## config.mk

```make
export PLATFORM = sky130hd
export DESIGN_NAME = biss_c_frame_parser_flat
export DESIGN_NICKNAME = d
export VERILOG_FILES = /design/src/design/bcfp_pkg.sv /design/src/design/bcfp_intf.sv /design/src/design/bcfp_ctrl.sv /design/src/design/bcfp_datapath.sv /design/src/design/biss_c_frame_parser.sv /design/src/flat_wrapper.sv
export SDC_FILE = /design/constraint.sdc
export NUM_CORES = 1
export LEC_CHECK = 0
export BUFFER_PORTS_ARGS = -buffer_cell sky130_fd_sc_hd__buf_2
export CORE_ASPECT_RATIO = 0.6
export CORE_UTILIZATION = 44
export CTS_CLUSTER_SIZE = 14
export DETAILED_ROUTE_END_ITERATION = 7
export GPL_TIMING_DRIVEN = 0
export PLACE_DENSITY = 0.67
export RECOVER_POWER = 50
export SYNTH_ARGS = -nofsm -noshare
export SYNTH_HDL_FRONTEND = slang
export SYNTH_SLANG_ARGS = --single-unit
```

## constraint.sdc

```tcl
create_clock -name clk_i -period 10 [get_ports clk_i]
set_clock_uncertainty 0.2 [all_clocks]
set_input_delay 1 -clock clk_i [delete_from_list [all_inputs] [get_ports clk_i]]
set_output_delay 1 -clock clk_i [all_outputs]
set_load 0.03 [all_outputs]
```

## src/design/bcfp_pkg.sv

```systemverilog
// Shared types and constants for the BiSS-C frame parser.
// No dependencies; bcfp_ctrl, bcfp_datapath and the top level import this package.
`default_nettype none

package bcfp_pkg;

  localparam int unsigned MaxFrameBytes = 16;
  localparam int unsigned PosMaxWidth   = 24;
  localparam int unsigned CrcBits       = 6;
  localparam int unsigned CrcWordBits   = PosMaxWidth + 2;

  localparam logic [CrcBits-1:0] CrcPoly   = 6'h03;
  localparam logic [CrcBits-1:0] CrcXorOut = 6'h3F;

  localparam logic [4:0] FrameLenReset = 5'd8;
  localparam logic [5:0] DataBitsReset = 6'd32;
  localparam logic [4:0] PosWidthReset = 5'd24;
  localparam logic [4:0] ResReset      = 5'd24;

  typedef enum logic [2:0] {
    CFG_FRAME_LEN  = 3'd0,
    CFG_DATA_BITS  = 3'd1,
    CFG_POS_WIDTH  = 3'd2,
    CFG_RESOLUTION = 3'd3,
    CFG_ERR_LOW    = 3'd4,
    CFG_WARN_LOW   = 3'd5
  } cfg_idx_e;

  typedef enum logic [2:0] {
    PH_ONES    = 3'd0,
    PH_ZEROS   = 3'd1,
    PH_SKIP    = 3'd2,
    PH_CAPTURE = 3'd3,
    PH_DONE    = 3'd4
  } phase_e;

  typedef enum logic [2:0] {
    ST_OK     = 3'd0,
    ST_NORESP = 3'd1,
    ST_CRC    = 3'd2,
    ST_SENSOR = 3'd3,
    ST_WARN   = 3'd4
  } status_e;

  typedef enum logic [2:0] {
    S_IDLE,
    S_BITS,
    S_CHECK,
    S_CRC,
    S_EMIT
  } ctrl_state_e;

  // controller -> datapath
  typedef struct packed {
    logic       load;
    logic       bit_step;
    logic       byte_done;
    logic       crc_clr;
    logic       crc_step;
    logic [4:0] crc_idx;
    logic       emit;
  } cmd_t;

  // datapath -> controller
  typedef struct packed {
    logic       skip_item;
    logic       frame_end;
    logic       resp_ok;
    logic [4:0] crc_len;
    logic       out_free;
  } stat_t;

endpackage

`default_nettype wire

```

## src/design/bcfp_intf.sv

```systemverilog
// Handshake channel interfaces for the BiSS-C frame parser.
// Depends on bcfp_pkg for nothing but shares its field widths.
`default_nettype none

interface bcfp_in_if;
  logic       valid;
  logic       ready;
  logic [7:0] rx_byte;
  logic       frame_start;

  modport source (output valid, output rx_byte, output frame_start, input ready);
  modport sink   (input valid, input rx_byte, input frame_start, output ready);
endinterface

interface bcfp_out_if;
  logic        valid;
  logic        ready;
  logic [2:0]  status;
  logic [23:0] abs_position;
  logic [23:0] scaled_position;
  logic        error_flag;
  logic        warning_flag;

  modport source (output valid, output status, output abs_position,
                  output scaled_position, output error_flag, output warning_flag,
                  input ready);
  modport sink   (input valid, input status, input abs_position,
                  input scaled_position, input error_flag, input warning_flag,
                  output ready);
endinterface

interface bcfp_cfg_if;
  logic       valid;
  logic       ready;
  logic [2:0] index;
  logic [5:0] data;

  modport source (output valid, output index, output data, input ready);
  modport sink   (input valid, input index, input data, output ready);
endinterface

`default_nettype wire

```

## src/design/bcfp_ctrl.sv

```systemverilog
// Sequencer for the frame parser: walks bits of a word, runs the CRC loop, emits.
// Depends on bcfp_pkg.
`default_nettype none

module bcfp_ctrl (
  input  wire logic           clk_i,
  input  wire logic           rst_ni,
  input  wire logic           in_valid_i,
  output logic                in_ready_o,
  input  wire bcfp_pkg::stat_t stat_i,
  output bcfp_pkg::cmd_t      cmd_o
);
  import bcfp_pkg::*;

  ctrl_state_e state_q, state_d;
  logic [4:0]  cnt_q, cnt_d;
  logic        accept;

  assign accept = in_valid_i && in_ready_o;

  always_ff @(posedge clk_i or negedge rst_ni) begin
    if (!rst_ni) begin
      state_q <= S_IDLE;
      cnt_q   <= '0;
    end else begin
      state_q <= state_d;
      cnt_q   <= cnt_d;
    end
  end

  // next state
  always_comb begin
    state_d = state_q;
    unique case (state_q)
      S_IDLE: begin
        if (accept && !stat_i.skip_item) state_d = S_BITS;
      end
      S_BITS: begin
        if (cnt_q == 5'd7) state_d = S_CHECK;
      end
      S_CHECK: begin
        if (!stat_i.frame_end) state_d = S_IDLE;
        else if (stat_i.resp_ok) state_d = S_CRC;
        else state_d = S_EMIT;
      end
      S_CRC: begin
        if (cnt_q == 5'd1) state_d = S_EMIT;
      end
      S_EMIT: begin
        if (stat_i.out_free) state_d = S_IDLE;
      end
      default: state_d = S_IDLE;
    endcase
  end

  // outputs and counter
  always_comb begin
    cmd_o      = '0;
    in_ready_o = 1'b0;
    cnt_d      = cnt_q;
    unique case (state_q)
      S_IDLE: begin
        in_ready_o = 1'b1;
        cmd_o.load = accept;
        cnt_d      = '0;
      end
      S_BITS: begin
        cmd_o.bit_step  = 1'b1;
        cmd_o.byte_done = (cnt_q == 5'd7);
        cnt_d           = cnt_q + 5'd1;
      end
      S_CHECK: begin
        cmd_o.crc_clr = 1'b1;
        cnt_d         = stat_i.crc_len;
      end
      S_CRC: begin
        cmd_o.crc_step = 1'b1;
        cmd_o.crc_idx  = cnt_q - 5'd1;
        cnt_d          = cnt_q - 5'd1;
      end
      S_EMIT: begin
        cmd_o.emit = stat_i.out_free;
      end
      default: ;
    endcase
  end

endmodule

`default_nettype wire

```

## src/design/bcfp_datapath.sv

```systemverilog
// Datapath of the frame parser: config registers, bit parser, CRC-6, result register.
// Depends on bcfp_pkg; driven by commands from bcfp_ctrl.
`default_nettype none

module bcfp_datapath (
  input  wire logic            clk_i,
  input  wire logic            rst_ni,
  input  wire logic            cfg_we_i,
  input  wire logic [2:0]      cfg_index_i,
  input  wire logic [5:0]      cfg_data_i,
  input  wire logic [7:0]      rx_byte_i,
  input  wire logic            frame_start_i,
  input  wire bcfp_pkg::cmd_t  cmd_i,
  output bcfp_pkg::stat_t      stat_o,
  input  wire logic            out_ready_i,
  output logic                 out_valid_o,
  output logic [2:0]           status_o,
  output logic [23:0]          abs_position_o,
  output logic [23:0]          scaled_position_o,
  output logic                 error_flag_o,
  output logic                 warning_flag_o
);
  import bcfp_pkg::*;

  // configuration
  logic [4:0] flen_q, pw_q, res_q;
  logic [5:0] dwb_q;
  logic       eal_q, wal_q;

  always_ff @(posedge clk_i or negedge rst_ni) begin
    if (!rst_ni) begin
      flen_q <= FrameLenReset;
      dwb_q  <= DataBitsReset;
      pw_q   <= PosWidthReset;
      res_q  <= ResReset;
      eal_q  <= 1'b0;
      wal_q  <= 1'b0;
    end else if (cfg_we_i) begin
      unique case (cfg_index_i)
        CFG_FRAME_LEN:  flen_q <= cfg_data_i[4:0];
        CFG_DATA_BITS:  dwb_q  <= cfg_data_i;
        CFG_POS_WIDTH:  pw_q   <= cfg_data_i[4:0];
        CFG_RESOLUTION: res_q  <= cfg_data_i[4:0];
        CFG_ERR_LOW:    eal_q  <= cfg_data_i[0];
        CFG_WARN_LOW:   wal_q  <= cfg_data_i[0];
        default: ;
      endcase
    end
  end

  logic [4:0] len_sat, pw_sat, res_sat, scale_amt;

  always_comb begin
    len_sat = flen_q;
    if (flen_q == 5'd0) len_sat = 5'd1;
    else if (flen_q > 5'(MaxFrameBytes)) len_sat = 5'(MaxFrameBytes);
    pw_sat = pw_q;
    if (pw_q == 5'd0) pw_sat = 5'd1;
    else if (pw_q > 5'(PosMaxWidth)) pw_sat = 5'(PosMaxWidth);
    res_sat = res_q;
    if (res_q == 5'd0) res_sat = 5'd1;
    else if (res_q > pw_sat) res_sat = pw_sat;
    scale_amt = pw_sat - res_sat;
  end

  // parser state
  phase_e      phase_q, phase_d;
  logic [4:0]  byte_cnt_q, byte_cnt_d;
  logic [1:0]  skip_q, skip_d;
  logic [31:0] shift_q, shift_d;
  logic [5:0]  dbits_q, dbits_d;
  logic [7:0]  byte_q, byte_d;
  logic [5:0]  crc_q, crc_d;
  logic        bit_in, crc_fb, skip_item;

  assign skip_item = !frame_start_i && (phase_q == PH_DONE);
  assign bit_in    = byte_q[7];
  assign crc_fb    = crc_q[5] ^ shift_q[6 + {27'd0, cmd_i.crc_idx}];

  always_comb begin
    phase_d    = phase_q;
    byte_cnt_d = byte_cnt_q;
    skip_d     = skip_q;
    shift_d    = shift_q;
    dbits_d    = dbits_q;
    byte_d     = byte_q;
    crc_d      = crc_q;

    if (cmd_i.load) begin
      byte_d = rx_byte_i;
      // new frame: clear the parser
      if (frame_start_i) begin
        phase_d    = PH_ONES;
        byte_cnt_d = '0;
        skip_d     = '0;
        shift_d    = '0;
        dbits_d    = '0;
      end
    end

    if (cmd_i.bit_step) begin
      byte_d = {byte_q[6:0], 1'b0};
      unique case (phase_q)
        PH_ONES: begin
          if (!bit_in) phase_d = PH_ZEROS;
        end
        PH_ZEROS: begin
          if (bit_in) begin
            phase_d = PH_SKIP;
            skip_d  = 2'd1;
          end
        end
        PH_SKIP: begin
          skip_d = skip_q + 2'd1;
          if (skip_d >= 2'd2) phase_d = PH_CAPTURE;
        end
        PH_CAPTURE: begin
          if (dbits_q < dwb_q) begin
            shift_d = {shift_q[30:0], bit_in};
            dbits_d = dbits_q + 6'd1;
          end
        end
        default: ;
      endcase
    end

    if (cmd_i.byte_done) byte_cnt_d = byte_cnt_q + 5'd1;

    if (cmd_i.crc_clr) crc_d = '0;
    if (cmd_i.crc_step) crc_d = {crc_q[4:0], 1'b0} ^ (crc_fb ? CrcPoly : 6'd0);

    if (cmd_i.emit) phase_d = PH_DONE;
  end

  always_ff @(posedge clk_i or negedge rst_ni) begin
    if (!rst_ni) begin
      phase_q    <= PH_ONES;
      byte_cnt_q <= '0;
      skip_q     <= '0;
      shift_q    <= '0;
      dbits_q    <= '0;
    end else begin
      phase_q    <= phase_d;
      byte_cnt_q <= byte_cnt_d;
      skip_q     <= skip_d;
      shift_q    <= shift_d;
      dbits_q    <= dbits_d;
    end
  end

  always_ff @(posedge clk_i) begin
    byte_q <= byte_d;
    crc_q  <= crc_d;
  end

  logic resp_ok;
  assign resp_ok = (phase_q == PH_CAPTURE) && (dbits_q >= dwb_q);

  // result assembly
  logic [23:0] raw;
  logic        eb, wb;
  status_e     status_n;

  assign raw = shift_q[31:8];
  assign eb  = shift_q[7];
  assign wb  = shift_q[6];

  always_comb begin
    if (!resp_ok) status_n = ST_NORESP;
    else if (shift_q[5:0] != (crc_q ^ CrcXorOut)) status_n = ST_CRC;
    else if (eb != eal_q) status_n = ST_SENSOR;
    else if (wb != wal_q) status_n = ST_WARN;
    else status_n = ST_OK;
  end

  logic out_valid_q;

  always_ff @(posedge clk_i or negedge rst_ni) begin
    if (!rst_ni) out_valid_q <= 1'b0;
    else if (cmd_i.emit) out_valid_q <= 1'b1;
    else if (out_ready_i) out_valid_q <= 1'b0;
  end

  always_ff @(posedge clk_i) begin
    if (cmd_i.emit) begin
      status_o          <= status_n;
      abs_position_o    <= resp_ok ? raw : '0;
      scaled_position_o <= resp_ok ? (raw >> scale_amt) : '0;
      error_flag_o      <= resp_ok && eb;
      warning_flag_o    <= resp_ok && wb;
    end
  end

  assign out_valid_o = out_valid_q;

  assign stat_o.skip_item = skip_item;
  assign stat_o.frame_end = (byte_cnt_q >= len_sat);
  assign stat_o.resp_ok   = resp_ok;
  assign stat_o.crc_len   = pw_sat + 5'd2;
  assign stat_o.out_free  = !out_valid_q || out_ready_i;

endmodule

`default_nettype wire

```

## src/design/biss_c_frame_parser.sv

```systemverilog
// Top level of the BiSS-C frame parser with CRC-6 check.
// Depends on bcfp_pkg, bcfp_intf, bcfp_ctrl and bcfp_datapath.
//
//  channel  | dir | payload                                        | handshake
//  ---------+-----+------------------------------------------------+----------
//  in_ch    | in  | rx_byte[7:0], frame_start                      | valid/ready
//  out_ch   | out | status, abs_position, scaled_position, flags   | valid/ready
//  cfg_ch   | in  | index[2:0], data[5:0]                          | valid/ready
//
// Each word passes through accept, eight bit steps through the shared parser and one
// frame-end check. The last word of a frame also loads the result register, preceded
// by the serial CRC-6 loop over position_width+2 bits when a data word was captured.
// Words after a finished frame without frame_start are accepted and dropped.
// A held result stalls the parser only at the load step; input is taken until then.
// Reset is asynchronous; the parser comes up in the idle-ones phase.
`default_nettype none

module biss_c_frame_parser (
  input  wire logic clk_i,
  input  wire logic rst_ni,
  bcfp_in_if.sink   in_ch,
  bcfp_out_if.source out_ch,
  bcfp_cfg_if.sink  cfg_ch
);
  import bcfp_pkg::*;

  cmd_t  cmd;
  stat_t stat;

  assign cfg_ch.ready = 1'b1;

  bcfp_ctrl u_ctrl (
    .clk_i      (clk_i),
    .rst_ni     (rst_ni),
    .in_valid_i (in_ch.valid),
    .in_ready_o (in_ch.ready),
    .stat_i     (stat),
    .cmd_o      (cmd)
  );

  bcfp_datapath u_dp (
    .clk_i             (clk_i),
    .rst_ni            (rst_ni),
    .cfg_we_i          (cfg_ch.valid),
    .cfg_index_i       (cfg_ch.index),
    .cfg_data_i        (cfg_ch.data),
    .rx_byte_i         (in_ch.rx_byte),
    .frame_start_i     (in_ch.frame_start),
    .cmd_i             (cmd),
    .stat_o            (stat),
    .out_ready_i       (out_ch.ready),
    .out_valid_o       (out_ch.valid),
    .status_o          (out_ch.status),
    .abs_position_o    (out_ch.abs_position),
    .scaled_position_o (out_ch.scaled_position),
    .error_flag_o      (out_ch.error_flag),
    .warning_flag_o    (out_ch.warning_flag)
  );

endmodule

`default_nettype wire

```

## src/flat_wrapper.sv

```systemverilog
// flat-port wrapper written by rule: the top's interface ports become plain ports
module biss_c_frame_parser_flat import bcfp_pkg::*;
  (clk_i, rst_ni, in_ch_valid, in_ch_rx_byte, in_ch_frame_start, in_ch_ready, out_ch_valid, out_ch_status, out_ch_abs_position, out_ch_scaled_position, out_ch_error_flag, out_ch_warning_flag, out_ch_ready, cfg_ch_valid, cfg_ch_index, cfg_ch_data, cfg_ch_ready);
  bcfp_in_if in_ch_i ();
  bcfp_out_if out_ch_i ();
  bcfp_cfg_if cfg_ch_i ();
  input  wire logic clk_i;
  input  wire logic rst_ni;
  input wire logic [$bits(in_ch_i.valid)-1:0] in_ch_valid;
  input wire logic [$bits(in_ch_i.rx_byte)-1:0] in_ch_rx_byte;
  input wire logic [$bits(in_ch_i.frame_start)-1:0] in_ch_frame_start;
  output wire logic [$bits(in_ch_i.ready)-1:0] in_ch_ready;
  output wire logic [$bits(out_ch_i.valid)-1:0] out_ch_valid;
  output wire logic [$bits(out_ch_i.status)-1:0] out_ch_status;
  output wire logic [$bits(out_ch_i.abs_position)-1:0] out_ch_abs_position;
  output wire logic [$bits(out_ch_i.scaled_position)-1:0] out_ch_scaled_position;
  output wire logic [$bits(out_ch_i.error_flag)-1:0] out_ch_error_flag;
  output wire logic [$bits(out_ch_i.warning_flag)-1:0] out_ch_warning_flag;
  input wire logic [$bits(out_ch_i.ready)-1:0] out_ch_ready;
  input wire logic [$bits(cfg_ch_i.valid)-1:0] cfg_ch_valid;
  input wire logic [$bits(cfg_ch_i.index)-1:0] cfg_ch_index;
  input wire logic [$bits(cfg_ch_i.data)-1:0] cfg_ch_data;
  output wire logic [$bits(cfg_ch_i.ready)-1:0] cfg_ch_ready;
  assign in_ch_i.valid = in_ch_valid;
  assign in_ch_i.rx_byte = in_ch_rx_byte;
  assign in_ch_i.frame_start = in_ch_frame_start;
  assign in_ch_ready = in_ch_i.ready;
  assign out_ch_valid = out_ch_i.valid;
  assign out_ch_status = out_ch_i.status;
  assign out_ch_abs_position = out_ch_i.abs_position;
  assign out_ch_scaled_position = out_ch_i.scaled_position;
  assign out_ch_error_flag = out_ch_i.error_flag;
  assign out_ch_warning_flag = out_ch_i.warning_flag;
  assign out_ch_i.ready = out_ch_ready;
  assign cfg_ch_i.valid = cfg_ch_valid;
  assign cfg_ch_i.index = cfg_ch_index;
  assign cfg_ch_i.data = cfg_ch_data;
  assign cfg_ch_ready = cfg_ch_i.ready;
  biss_c_frame_parser u_core (.clk_i(clk_i), .rst_ni(rst_ni), .in_ch(in_ch_i), .out_ch(out_ch_i), .cfg_ch(cfg_ch_i));
endmodule
```

* Yosys cells after proc, flatten, opt, wreduce, memory -nomap -nowiden
Index checks and enable logic that the tools add are counted.
Word-level totals: register bits 147, output and inout bits 56
Cells by class: add/subtract/negate cells 8, order comparisons 8, eq/ne operators 22, shift operators 1, muxes and demuxes 58, bitwise gates (word level) 4, reductions and logical operators 31
Operator list (number):
- $mux 32 | 5
- $mux 6 | 8
- $mux 5 | 9
- $mux 3 | 14
- $shr 24x5->24 | 1
- $pmux 5 s4 | 1
- $eq 3x2->1 const B | 6
- $mux 2 | 8
- $mux 8 | 2
- $logic_not 5->1 | 3
- $pmux 3 s5 | 1
- $reduce_and 2->1 | 7
- $eq 3x3->1 const B | 4
- $add 5x1->5 const B | 2
- $gt 5x5->1 const B | 2
- $reduce_bool 2->1 | 5
- $eq 3x1->1 const B | 3
- $logic_not 3->1 | 3
- $pmux 3 s3 | 1
- $ne 2x2->1 const B | 4
- $mux 1 | 7
- $add 3x5->6 const A | 1
- $add 6x1->6 const B | 1
- $ge 6x6->1 | 1
- 25 further kinds | 33

* Longest topological paths before layout
Gate-level depths: netlist of the first run.
depth after elaboration 9, depth in mapped cells 20, depth with buffers taken out 18

* Hierarchy
Synthesis of the first run repeated with hierarchy kept, for this count alone.
Second synthesis, totals: cells, all modules 778, area, all modules 8435.6 um^2
By module, submodules not included:
- bcfp_datapath | instances 1, cells an instance 692, area each 7686.1 um^2
- bcfp_ctrl | instances 1, cells an instance 84, area each 738.2 um^2
- biss_c_frame_parser | instances 1, cells an instance 2, area each 11.3 um^2

* Worst setup path before layout of the first run
Ideal clock, no wire load.
kind register to register, start register u_core.u_dp.pw_q[3], end register u_core.u_dp.scaled_position_o[3] (data pin), setup time 268 ps, data arrival time 4090 ps, data required time 9532 ps, setup slack 5442 ps, cell stages (with the launch flop) 21, period minus slack after synthesis 4558 ps, cell sequence dfstp_2 -> clkbuf_1 -> nor3_1 -> o21ai_0 -> o21ai_0 -> ha_1 -> nor2b_1 -> o21a_1 -> o21ai_1 -> a21oi_1 -> mux2i_1 -> or2_2 -> inv_1 -> fa_1 -> clkbuf_1 -> clkbuf_1 -> mux4_2 -> nand2_1 -> a21oi_1 -> o2111ai_1 -> o41ai_1
On the way: longest elaborated chain between the ends 8
RTL lines:
- from (decl) | RTL line bcfp_datapath.sv:26 | logic [4:0] flen_q, pw_q, res_q;
- from (signal assigned) | RTL line bcfp_datapath.sv:34 | pw_q <= PosWidthReset;
- from (signal assigned) | RTL line bcfp_datapath.sv:42 | CFG_POS_WIDTH: pw_q <= cfg_data_i[4:0];
- $gt 5x5->1 | RTL line bcfp_datapath.sv:59 | else if (pw_q > 5'(PosMaxWidth)) pw_sat = 5'(PosMaxWidth);
- $mux 5 | RTL line bcfp_datapath.sv:59
- $mux 5 (*) | RTL line bcfp_datapath.sv:58 | if (pw_q == 5'd0) pw_sat = 5'd1;
- $gt 5x5->1 | RTL line bcfp_datapath.sv:62 | else if (res_q > pw_sat) res_sat = pw_sat;
- $mux 5 | RTL line bcfp_datapath.sv:62
- $mux 5 | RTL line bcfp_datapath.sv:61 | if (res_q == 5'd0) res_sat = 5'd1;
- $sub 5x5->5 (*) | RTL line bcfp_datapath.sv:63 | scale_amt = pw_sat - res_sat;
- $shr 24x5->24 (*) | RTL line bcfp_datapath.sv:188 | scaled_position_o <= resp_ok ? (raw >> scale_amt) : '0;
- to (signal assigned) | RTL line bcfp_datapath.sv:188
- to (decl) | RTL line bcfp_datapath.sv:19 | output logic [23:0] scaled_position_o,
Every way passes the cells marked *; elsewhere a longest branch is shown, timed or not. A chain may end at the register's enable or synchronous reset.

* Worst setup path after layout of the first run
Ends and elaborated chain as after synthesis.

==> impl_metrics.tcl, run 1 <==
set metrics [dict create \
    initial_utilization_pct 45.7 \
    num_vias 6782 \
    finalHoldViolations 0 \
    die_height_um 109 \
    dieWidth_um 180 \
    fmax_mhz 178 \
    root_buffer "clkbuf_16" \
    rows 38 \
    outcome "finished with violations" \
    cap_viol_max_count 2 \
    clk_path_buf_depth 2 \
    cp_num_buf_inv 3 \
    slowest_delay_ns 0.52 \
    worstMarginPinSlew_ns 2.46 \
    drv_slew 83 \
    cts_hold_buf 0 \
    antenna_found_initial 0 \
    p_per_area_nw_per_um2 328 \
    clk_pin_slew_ns 0.06 \
    endpoint_kind "register" \
    hp-class "reg2reg" \
    clock-sinks 147 \
    portBuffers 77 \
    yosysSeqAreaShare_pct 47.7 \
    cp.required_ns 9.94 \
    post-route-drc-count 0 \
    vdd_drop_max_mv 0.160 \
    diodes 0 \
    vias_per_cell 5.72 \
    avgSynthCellArea_um2 10.1 \
    grt_overflow_total 0 \
    areaGrowthSynthToFinish_pct 14.4 \
    synth_top_flop_cell "dfrtp_1" \
    violations "capacitance limit, slew limit" \
    finalSetupViolCount 0 \
    synth_cell_type_count 72 \
    rr_worst_depth 19 \
    dr.pass1.iters 5 \
    routabilityCongestion 0.980 \
    grt_max_degree 44 \
    wire_per_inst_um 18.1 \
    fin_nets 983 \
    clk_latency_ns 0.42 \
    p_leak_nw 3.96 \
    cts_tree "yes" \
    drt_iter0_drc 636 \
    crit_arrival_ns 5.54 \
    post-cts-setup-buffers 0 \
    crit_chain "clkbuf_1, nor3_1, o21ai_0, o21ai_0, ha_1, nor2b_1, o21a_1, o21ai_1, a21oi_1, o211ai_1, ha_1, fa_1, clkbuf_1, clkbuf_1, mux4_2, nand2_1, a21oi_1, o2111ai_1, o41ai_1" \
    worst_slack_ns 4.40 \
    totalWireLength_um 21500 \
    hpwl_um 15500 \
    rsz0062_at_grt "false" \
    final_cell_mix "146 x nand2_1, 80 x clkbuf_1, 74 x dfrtp_1" \
    path_depth 19 \
    grt_first_pass_wirelength_um 35600 \
    crit_slowest_cell "dfstp_2" \
    fin_crit_sh_pct 56.0 \
    crit_type "reg2reg" \
    holdPathStages 1 \
    path_max_fanout 10 \
    dp_slack_ns 4.54 \
    syn-num-nets 885 \
    h-tree-depth 4 \
    coreArea_um2 18400 \
    grt_pass1_vias 6459 \
    multi_input_area_um2 4080 \
    path_delay_family "compound AO/OA/AOI/OAI gates" \
    seq_area_um2 4010 \
    max-slew-margin-rel_pct -64.2 \
    drive_gt1_share_pct 14.3 \
    n_fill_cell 1677 \
    synth-seq-cells 147 \
    yosysWarnings 0 \
    cp_common_cell "clkbuf_1" \
    dieArea_um2 19700 \
    final_common_cell "nand2_1" \
    cp-start-kind "register" \
    numCtsBuffers 17 \
    ant_nets 0 \
    fin_setup_tns_ns 0 \
    ctsResizeCount 0 \
    synthCells 834 \
    netlist_area_um2 8410 \
    period_needed_ns 5.60 \
    synth-edff-count 66 \
    async_flop_share_pct 54.4 \
    grtUsageTotal_pct 23.4 \
    num_io_pins 79 \
]
==> worst paths after layout <==
kind,from,end,slack [ns]
min,u_core.u_dp.dbits_q[5],u_core.u_dp.dbits_q[5],0.30
max in group asynchronous,rst_ni,u_core.u_dp.shift_q[13],5.41
max reg2reg,u_core.u_dp.pw_q[3],u_core.u_dp.scaled_position_o[3],4.40
max,u_core.u_dp.pw_q[3],u_core.u_dp.scaled_position_o[3],4.40
min in group asynchronous,rst_ni,u_core.u_dp.dwb_q[3],0.99
min reg2reg,u_core.u_dp.dbits_q[5],u_core.u_dp.dbits_q[5],0.30
==> power breakdown <==
group / switching (W) / total, W / leakage (nW) / internal [W]
combinational: 0.000967 / 0.00155 / 2.03 / 0.000579
sequential: 0.000203 / 0.000987 / 1.67 / 0.000783
clock: 0.000273 / 0.000626 / 0.270 / 0.000352
total: 0.00144 / 0.00316 / 3.96 / 0.00171
==> cells by family (layout without fill, tap and decap cells) <==
group,after synthesis,count (layout),share of synthesized area [%]
xor+xnor,24,24,2.59
mux,57,57,9.36
fa+ha+maj,28,28,4.26
compound gates,150,150,11.7
flops,147,147,47.7
other cells,1,1,0.0446
simple gates,352,352,20.5
buf+inv,75,186,3.78
==> stage by stage <==
| step | hold WS (ns) | cells | power, W | cell area (um2) | util, % |
|---|---|---|---|---|---|
| 2_1_floorplan | 0.249 | 834 | 0.00208 | 8410 | - |
| 3_3_place_gp | 0.273 | 1151 | 0.00248 | 9090 | 49.4 |
| 3_5_place_dp | 0.286 | 1153 | 0.00250 | 9150 | 49.7 |
| 4_1_cts | 0.298 | 1185 | 0.00314 | 9710 | 52.8 |
| 5_1_grt | 0.301 | 1185 | 0.00338 | 9620 | 52.3 |
| 6_report | 0.295 | 1185 | 0.00316 | 9620 | 52.3 |
==> flip-flops by register name, indices dropped and copies added (netlist names), 5 cells and up <==
register and count:
u_core.u_ctrl.cnt_q 5, u_core.u_dp.abs_position_o 24, u_core.u_dp.byte_cnt_q 5, u_core.u_dp.byte_q 8, u_core.u_dp.crc_q 6, u_core.u_dp.dbits_q 6, u_core.u_dp.dwb_q 6, u_core.u_dp.flen_q 5
u_core.u_dp.pw_q 5, u_core.u_dp.res_q 5, u_core.u_dp.scaled_position_o 24, u_core.u_dp.shift_q 32
==> routing by layer <==
layer	vias up	global-route usage (%)	wire length (um)
met4	0	5.86	164
met3	14	4.64	1580
li1	3220	-	-
met5	-	0	0
met1	3264	38.1	11600
met2	284	30.5	8110
==> cell usage after synthesis (all sizes together) (8+ instances only) <==
cell    number  area [um2]
xor2        14         123
inv         25        93.8
mux2i       19         190
ha          27         338
nor2b        9        56.3
and3         9        56.3
dfrtp       74        1850
mux2        23         259
a21oi       38         194
nand3       55         280
o21ai       41         205
a211oi      11        95.1
edfxtp      66        1980
clkbuf      31         116
nand2      146         548
nor2        40         153
nor3        21         105
mux4        15         338
nand4        8        56.3
and2        34         213
buf         19         108
xnor2       10        95.1
==> final cells by class <==
| cell class | count | area share [%] |
|---|---|---|
| plain buffers | 50 | 2.28 |
| flip-flops and latches | 147 | 41.7 |
| repair buffers | 79 | 3.68 |
| inverters | 25 | 0.975 |
| clock inverters | 14 | 1.34 |
| clock buffers | 18 | 4.56 |
| multi-input cells | 612 | 42.4 |
| well taps | 240 | 3.12 |
(Power assumes the default switching activity.)
==> run 2: changes to the inputs <==
--- a/config.mk
+++ b/config.mk
@@ -11,7 +11,7 @@
 export CTS_CLUSTER_SIZE = 14
 export DETAILED_ROUTE_END_ITERATION = 7
 export GPL_TIMING_DRIVEN = 0
-export PLACE_DENSITY = 0.67
+export PLACE_DENSITY = 0.69
 export RECOVER_POWER = 50
 export SYNTH_ARGS = -nofsm -noshare
 export SYNTH_HDL_FRONTEND = slang
==> constraint.sdc (replaced) <==
create_clock -name clk_i -period 4.64 [get_ports clk_i]
set_clock_uncertainty 0.2 [all_clocks]
set_input_delay 0.464 -clock clk_i [delete_from_list [all_inputs] [get_ports clk_i]]
set_output_delay 0.464 -clock clk_i [all_outputs]
set_load 0.03 [all_outputs]
==> run 2 against run 1 <==
The flow still finishes with violations (capacitance limit, slew limit). Cell count is 0.51% higher. Sequential share of layout area is 0.58 points lower. Register-to-register slack worse by 4.2 ns. Final area is 1.4% higher.
==> impl_metrics.tcl, run 2 (same netlist as run 1, synthesis figures left out) <==
set metrics [dict create \
    outcome "finished with violations" \
    violations "capacitance limit, slew limit" \
    grt_max_degree 70 \
    reg.largest.list "u_core.u_dp.shift_q (32), u_core.u_dp.abs_position_o (24), u_core.u_dp.scaled_position_o (24)" \
    crit_slowest_cell "fa_2" \
    cp_num_buf_inv 1 \
    cp.required_ns 4.59 \
    max-slew-margin-rel_pct -19.2 \
    wl_met1_um 11300 \
    endpoint_kind "register" \
    drive_gt1_share_pct 15.8 \
    crit_arrival_ns 4.40 \
    die_height_um 109 \
    largest_reg_flops 32 \
    p_per_area_nw_per_um2 725 \
    grt_overflow_total 0 \
    grtUsageTotal_pct 23.3 \
    regMostFlops "u_core.u_dp.shift_q" \
    seq_area_um2 4010 \
    vdd_drop_max_mv 0.385 \
    fin_setup_tns_ns 0 \
    areaGrowthSynthToFinish_pct 16.1 \
    path_delay_family "compound AO/OA/AOI/OAI gates" \
    hpwl_um 15300 \
    clk_latency_ns 0.42 \
    wl_met3_um 1780 \
    period_needed_ns 4.44 \
    fmax_mhz 225 \
    portBuffers 77 \
    num_vias 6872 \
    clk_pin_slew_ns 0.06 \
    dieArea_um2 19700 \
    initial_utilization_pct 45.7 \
    dieWidth_um 180 \
    fin_crit_sh_pct 95.7 \
    fin_nets 989 \
    numCtsBuffers 17 \
    utilization_pct 53.0 \
    hp-class "in2reg" \
    dr.pass1.iters 5 \
    totalWireLength_um 21800 \
    num_io_pins 79 \
    vias_per_cell 5.77 \
    routabilityCongestion 0.985 \
    grt_pass1_vias 6457 \
    rows 38 \
    diodes 0 \
    slowest_delay_ns 0.61 \
    final_cell_mix "144 x nand2_1, 83 x clkbuf_1, 74 x dfrtp_1" \
    crit_chain "nor3_1, o21ai_0, o21ai_1, ha_1, nor2b_1, o21a_1, o21ai_1, a21oi_2, o211ai_1, ha_1, fa_2, buf_4, mux4_2, nand2_1, a21oi_1, o2111ai_1, o41ai_1" \
    multi_input_area_um2 4140 \
    p_leak_nw 4.01 \
    wire_per_inst_um 18.3 \
    post-route-drc-count 0 \
    clock-sinks 147 \
    finalSetupViolCount 0 \
    n_fill_cell 1672 \
    h-tree-depth 4 \
    top_layer "met4" \
    clk_path_buf_depth 2 \
    root_buffer "clkbuf_16" \
    finalHoldViolations 0 \
    antenna_found_initial 0 \
    cap_viol_max_count 1 \
    drv_slew 70 \
    ant_nets 0 \
    cts_tree "yes" \
    cp-start-kind "register" \
    crit_type "reg2reg" \
    coreArea_um2 18400 \
    grt_first_pass_wirelength_um 35400 \
    final_common_cell "nand2_1" \
    met2_length_um 8590 \
    worstMarginPinSlew_ns 1.79 \
    drt_iter0_drc 647 \
    path_max_fanout 10 \
]
[run 2: power by group]
group / leakage, nW / internal (W) / total (W) / switching [W]
Clock: 0.261 / 0.000759 / 0.00135 / 0.000594
Sequential: 1.67 / 0.00169 / 0.00213 / 0.000442
Combinational: 2.08 / 0.00142 / 0.00359 / 0.00217
Total: 4.01 / 0.00387 / 0.00707 / 0.00321
[run 2: final cells by class]
| type | instances | share of cell area [%] |
|---|---|---|
| flip-flops and latches | 147 | 41.1 |
| clock inverters | 13 | 1.27 |
| inverters | 25 | 0.962 |
| clock buffers | 19 | 4.54 |
| repair buffers | 87 | 4.19 |
| plain buffers | 48 | 2.40 |
| well taps | 240 | 3.08 |
| multi-input cells | 612 | 42.5 |
[run 2: final timing paths]
path,startpoint,to,slack (ns),cells past startpoint
worst min register to register,u_core.u_dp.dbits_q[5],u_core.u_dp.dbits_q[5],0.29,1
worst min-delay path,cfg_ch_data[5],u_core.u_dp.dwb_q[5],0.06,3
max in group asynchronous,rst_ni,u_core.u_ctrl.cnt_q[1],1.66,3
min in group asynchronous,rst_ni,u_core.u_dp.shift_q[12],0.39,2
worst max register to register,u_core.u_dp.pw_q[3],u_core.u_dp.scaled_position_o[0],0.20,17
worst max-delay path,u_core.u_dp.pw_q[3],u_core.u_dp.scaled_position_o[0],0.20,17
[run 2: layer usage]
layer / global-route usage (%) / vias up
met1: 36.8 / 3371
met3: 5.31 / 14
li1: - / 3219
met2: 31.9 / 268
met4: 4.70 / 0
met5: 0 / -
[run 2: through the flow]
step           hold slack [ns]  total power (W)  setup WS (ns)  std cells  cell area (um2)
6_report                0.0582          0.00707          0.198       1191             9760
5_1_grt                 0.0703          0.00752       -0.00111       1191             9760
4_1_cts                 0.0518          0.00678         0.0258       1184             9730
3_5_place_dp             0.124          0.00539         -0.865       1153             9150
3_3_place_gp             0.271          0.00534         -0.748       1151             9090
2_1_floorplan          -0.0316          0.00448         0.0816        834             8410
[run 2: worst reg2reg max path, stage by stage (launching register included)]
cell and delay [ns]:
dfstp_2 0.58, nor3_1 0.07, o21ai_0 0.15, o21ai_1 0.17
ha_1 0.22, nor2b_1 0.12, o21a_1 0.13, o21ai_1 0.09
a21oi_2 0.29, o211ai_1 0.15, ha_1 0.23, fa_2 0.61
buf_4 0.22, mux4_2 0.37, nand2_1 0.09, a21oi_1 0.07
o2111ai_1 0.28, o41ai_1 0.13
[run 2: timing repair]
action | 4_1_cts | 5_1_grt
hold buffers | 1 | 0
setup buffers | 0 | 7
hold endpoints to repair | 13 | 0
resized for setup | 7 | 31
setup endpoints to repair | 24 | 20
pin swaps | 1 | 4
==> run 3: changes to the inputs <==
--- a/config.mk
+++ b/config.mk
@@ -6,12 +6,14 @@
 export NUM_CORES = 1
 export LEC_CHECK = 0
 export BUFFER_PORTS_ARGS = -buffer_cell sky130_fd_sc_hd__buf_2
+export CELL_PAD_IN_SITES_DETAIL_PLACEMENT = 0
+export CELL_PAD_IN_SITES_GLOBAL_PLACEMENT = 2
 export CORE_ASPECT_RATIO = 0.6
-export CORE_UTILIZATION = 44
+export CORE_UTILIZATION = 35
 export CTS_CLUSTER_SIZE = 14
 export DETAILED_ROUTE_END_ITERATION = 7
 export GPL_TIMING_DRIVEN = 0
-export PLACE_DENSITY = 0.69
+export PLACE_DENSITY = 0.82
 export RECOVER_POWER = 50
 export SYNTH_ARGS = -nofsm -noshare
 export SYNTH_HDL_FRONTEND = slang
==> run 3 against run 2 <==
The flow still finishes with violations (capacitance limit, slew limit). Final area grew 1.6%. Clock-buffer cell count shrank 2. Worst hold slack is essentially flat. Non-clock buffer count shrank 2. First-iteration DRC count shrank 27%. Combinational power grew 1%. Largest cell class unchanged.
==> impl_metrics.tcl, run 3 (same netlist as run 1, synthesis figures left out) <==
set metrics [dict create \
    outcome "finished with violations" \
    violations "capacitance limit, slew limit" \
    areaGrowthSynthToFinish_pct 17.9 \
    vdd_drop_max_mv 0.384 \
    portBuffers 77 \
    fin_nets 987 \
    crit_arrival_ns 4.40 \
    cp-startpoint "u_core.u_dp.pw_q[3]" \
    dieArea_um2 24700 \
    dp_slack_ns -1.13 \
    r2r_start "u_core.u_dp.pw_q[3]" \
    grt_first_pass_wirelength_um 36700 \
    seq_area_um2 4010 \
    regMostFlops "u_core.u_dp.shift_q" \
    wire_per_inst_um 18.6 \
    clk_pin_slew_ns 0.06 \
    total_power_w 0.00728 \
    drt_iter0_drc 473 \
    finalSetupViolCount 0 \
    totalWireLength_um 23500 \
    routabilityCongestion 0.880 \
    hpwl_um 17000 \
    antenna_found_initial 0 \
    root_buffer "clkbuf_16" \
    p_per_area_nw_per_um2 735 \
    grt_pass1_vias 6148 \
    crit_type "reg2reg" \
    hp-class "in2reg" \
    worst_slack_ns 0.194 \
    grt_overflow_total 0 \
    finalHoldViolations 0 \
    num_io_pins 79 \
    rsz0062_at_grt "false" \
    num_vias 6650 \
    period_needed_ns 4.45 \
    drive_gt1_share_pct 16.0 \
    final_cell_mix "144 x nand2_1, 83 x clkbuf_1, 74 x dfrtp_1" \
    clock-sinks 147 \
    reg.largest.list "u_core.u_dp.shift_q (32), u_core.u_dp.abs_position_o (24), u_core.u_dp.scaled_position_o (24)" \
    placed_cells 1228 \
    rows 43 \
    dieWidth_um 202 \
    multi_input_area_um2 4150 \
    use_met3_pct 5.48 \
    worstMarginPinSlew_ns 1.71 \
    max-slew-margin-rel_pct -13.9 \
    n_fill_cell 2346 \
    grtUsageTotal_pct 19.7 \
    endpoint_kind "register" \
    vias_per_cell 5.26 \
    cap_viol_max_count 1 \
    ant_nets 0 \
    fin_cells 1265 \
    grt_max_degree 66 \
    grt_util_met1_pct 32.9 \
    grt-busiest-layer "met1" \
    numCtsBuffers 17 \
    path_max_fanout 10 \
    initial_utilization_pct 36.0 \
    largest_reg_flops 32 \
    met2_usage_pct 23.8 \
    dr.pass1.iters 6 \
    hold_start "cfg_ch_data[5]" \
    fmax_mhz 225 \
    drv_slew 66 \
    p_leak_nw 4.03 \
    die_height_um 122 \
    final_common_cell "nand2_1" \
    cp.required_ns 4.59 \
    fin_crit_sh_pct 95.8 \
    coreArea_um2 23300 \
    clk_latency_ns 0.44 \
    clk_path_buf_depth 2 \
    cp-start-kind "register" \
    cts_tree "yes" \
    post-route-drc-count 0 \
    h-tree-depth 4 \
]
## run 3: what timing repair did
item,in CTS,in global routing
setup buffers,0,5
setup endpoints to repair,24,24
hold buffers,1,0
pin swaps,2,3
resized for setup,15,23
endpoints found under the hold margin,15,0
## run 3: per-stage QoR
stage                     hold WS (ns)  utilization (%)  instance area (um2)  TNS (ns)
after floorplan                -0.0316                -                 8410         0
after global placement           0.277             39.3                 9190    -17.31
after detailed placement         0.147             39.6                 9240    -18.95
final                           0.0578             42.4                 9910         0
after global routing            0.0718             42.4                 9910         0
after CTS                       0.0502             42.5                 9920         0
## run 3: critical path, cell delays in order, from the launching register on
cell       delay (ns)
dfstp_2          0.58
nor3_1           0.07
o21ai_1          0.15
o21ai_2          0.13
ha_1             0.20
nor2b_1          0.11
o21a_1           0.15
o21ai_2          0.07
a21oi_2          0.27
mux2i_1          0.22
or2_2            0.14
inv_1            0.05
fa_2             0.64
clkbuf_8         0.22
mux4_2           0.35
nand2_1          0.09
a21oi_1          0.09
o2111ai_1        0.31
o41ai_1          0.13
## run 3: where the power goes
| part | internal (W) | total (W) | switching (W) |
|---|---|---|---|
| Clock | 0.000905 | 0.00150 | 0.000598 |
| Combinational | 0.00141 | 0.00364 | 0.00224 |
| Sequential | 0.00169 | 0.00214 | 0.000451 |
## run 3: path summary, 6_finish.rpt
kind	end	slack [ns]	cells after the start
max	u_core.u_dp.scaled_position_o[2]	0.19	18
min	u_core.u_dp.dwb_q[5]	0.06	3
max reg2reg	u_core.u_dp.scaled_position_o[2]	0.19	18
min reg2reg	u_core.u_dp.dbits_q[5]	0.29	1
max in group asynchronous	u_core.u_dp.shift_q[5]	1.59	3
min in group asynchronous	u_core.u_dp.flen_q[4]	0.47	2
## run 3: cell type report
class                   instances  share of cell area (%)
plain buffers                  48                    2.41
inverters                      25                   0.947
repair buffers                 85                    3.90
flip-flops and latches        147                    40.5
diodes                          1                  0.0252
multi-input cells             612                    41.9
clock inverters                15                    2.07
clock buffers                  17                    4.29
well taps                     315                    3.98
## run 3: per-layer routing
metal | up-vias | share of wire, % | wire length, um
li1 | 3226 | - | -
met1 | 3206 | 55 | 12900
met2 | 204 | 37 | 8600
met3 | 14 | 7.7 | 1800
met4 | 0 | 0.65 | 153
met5 | - | 0 | 0
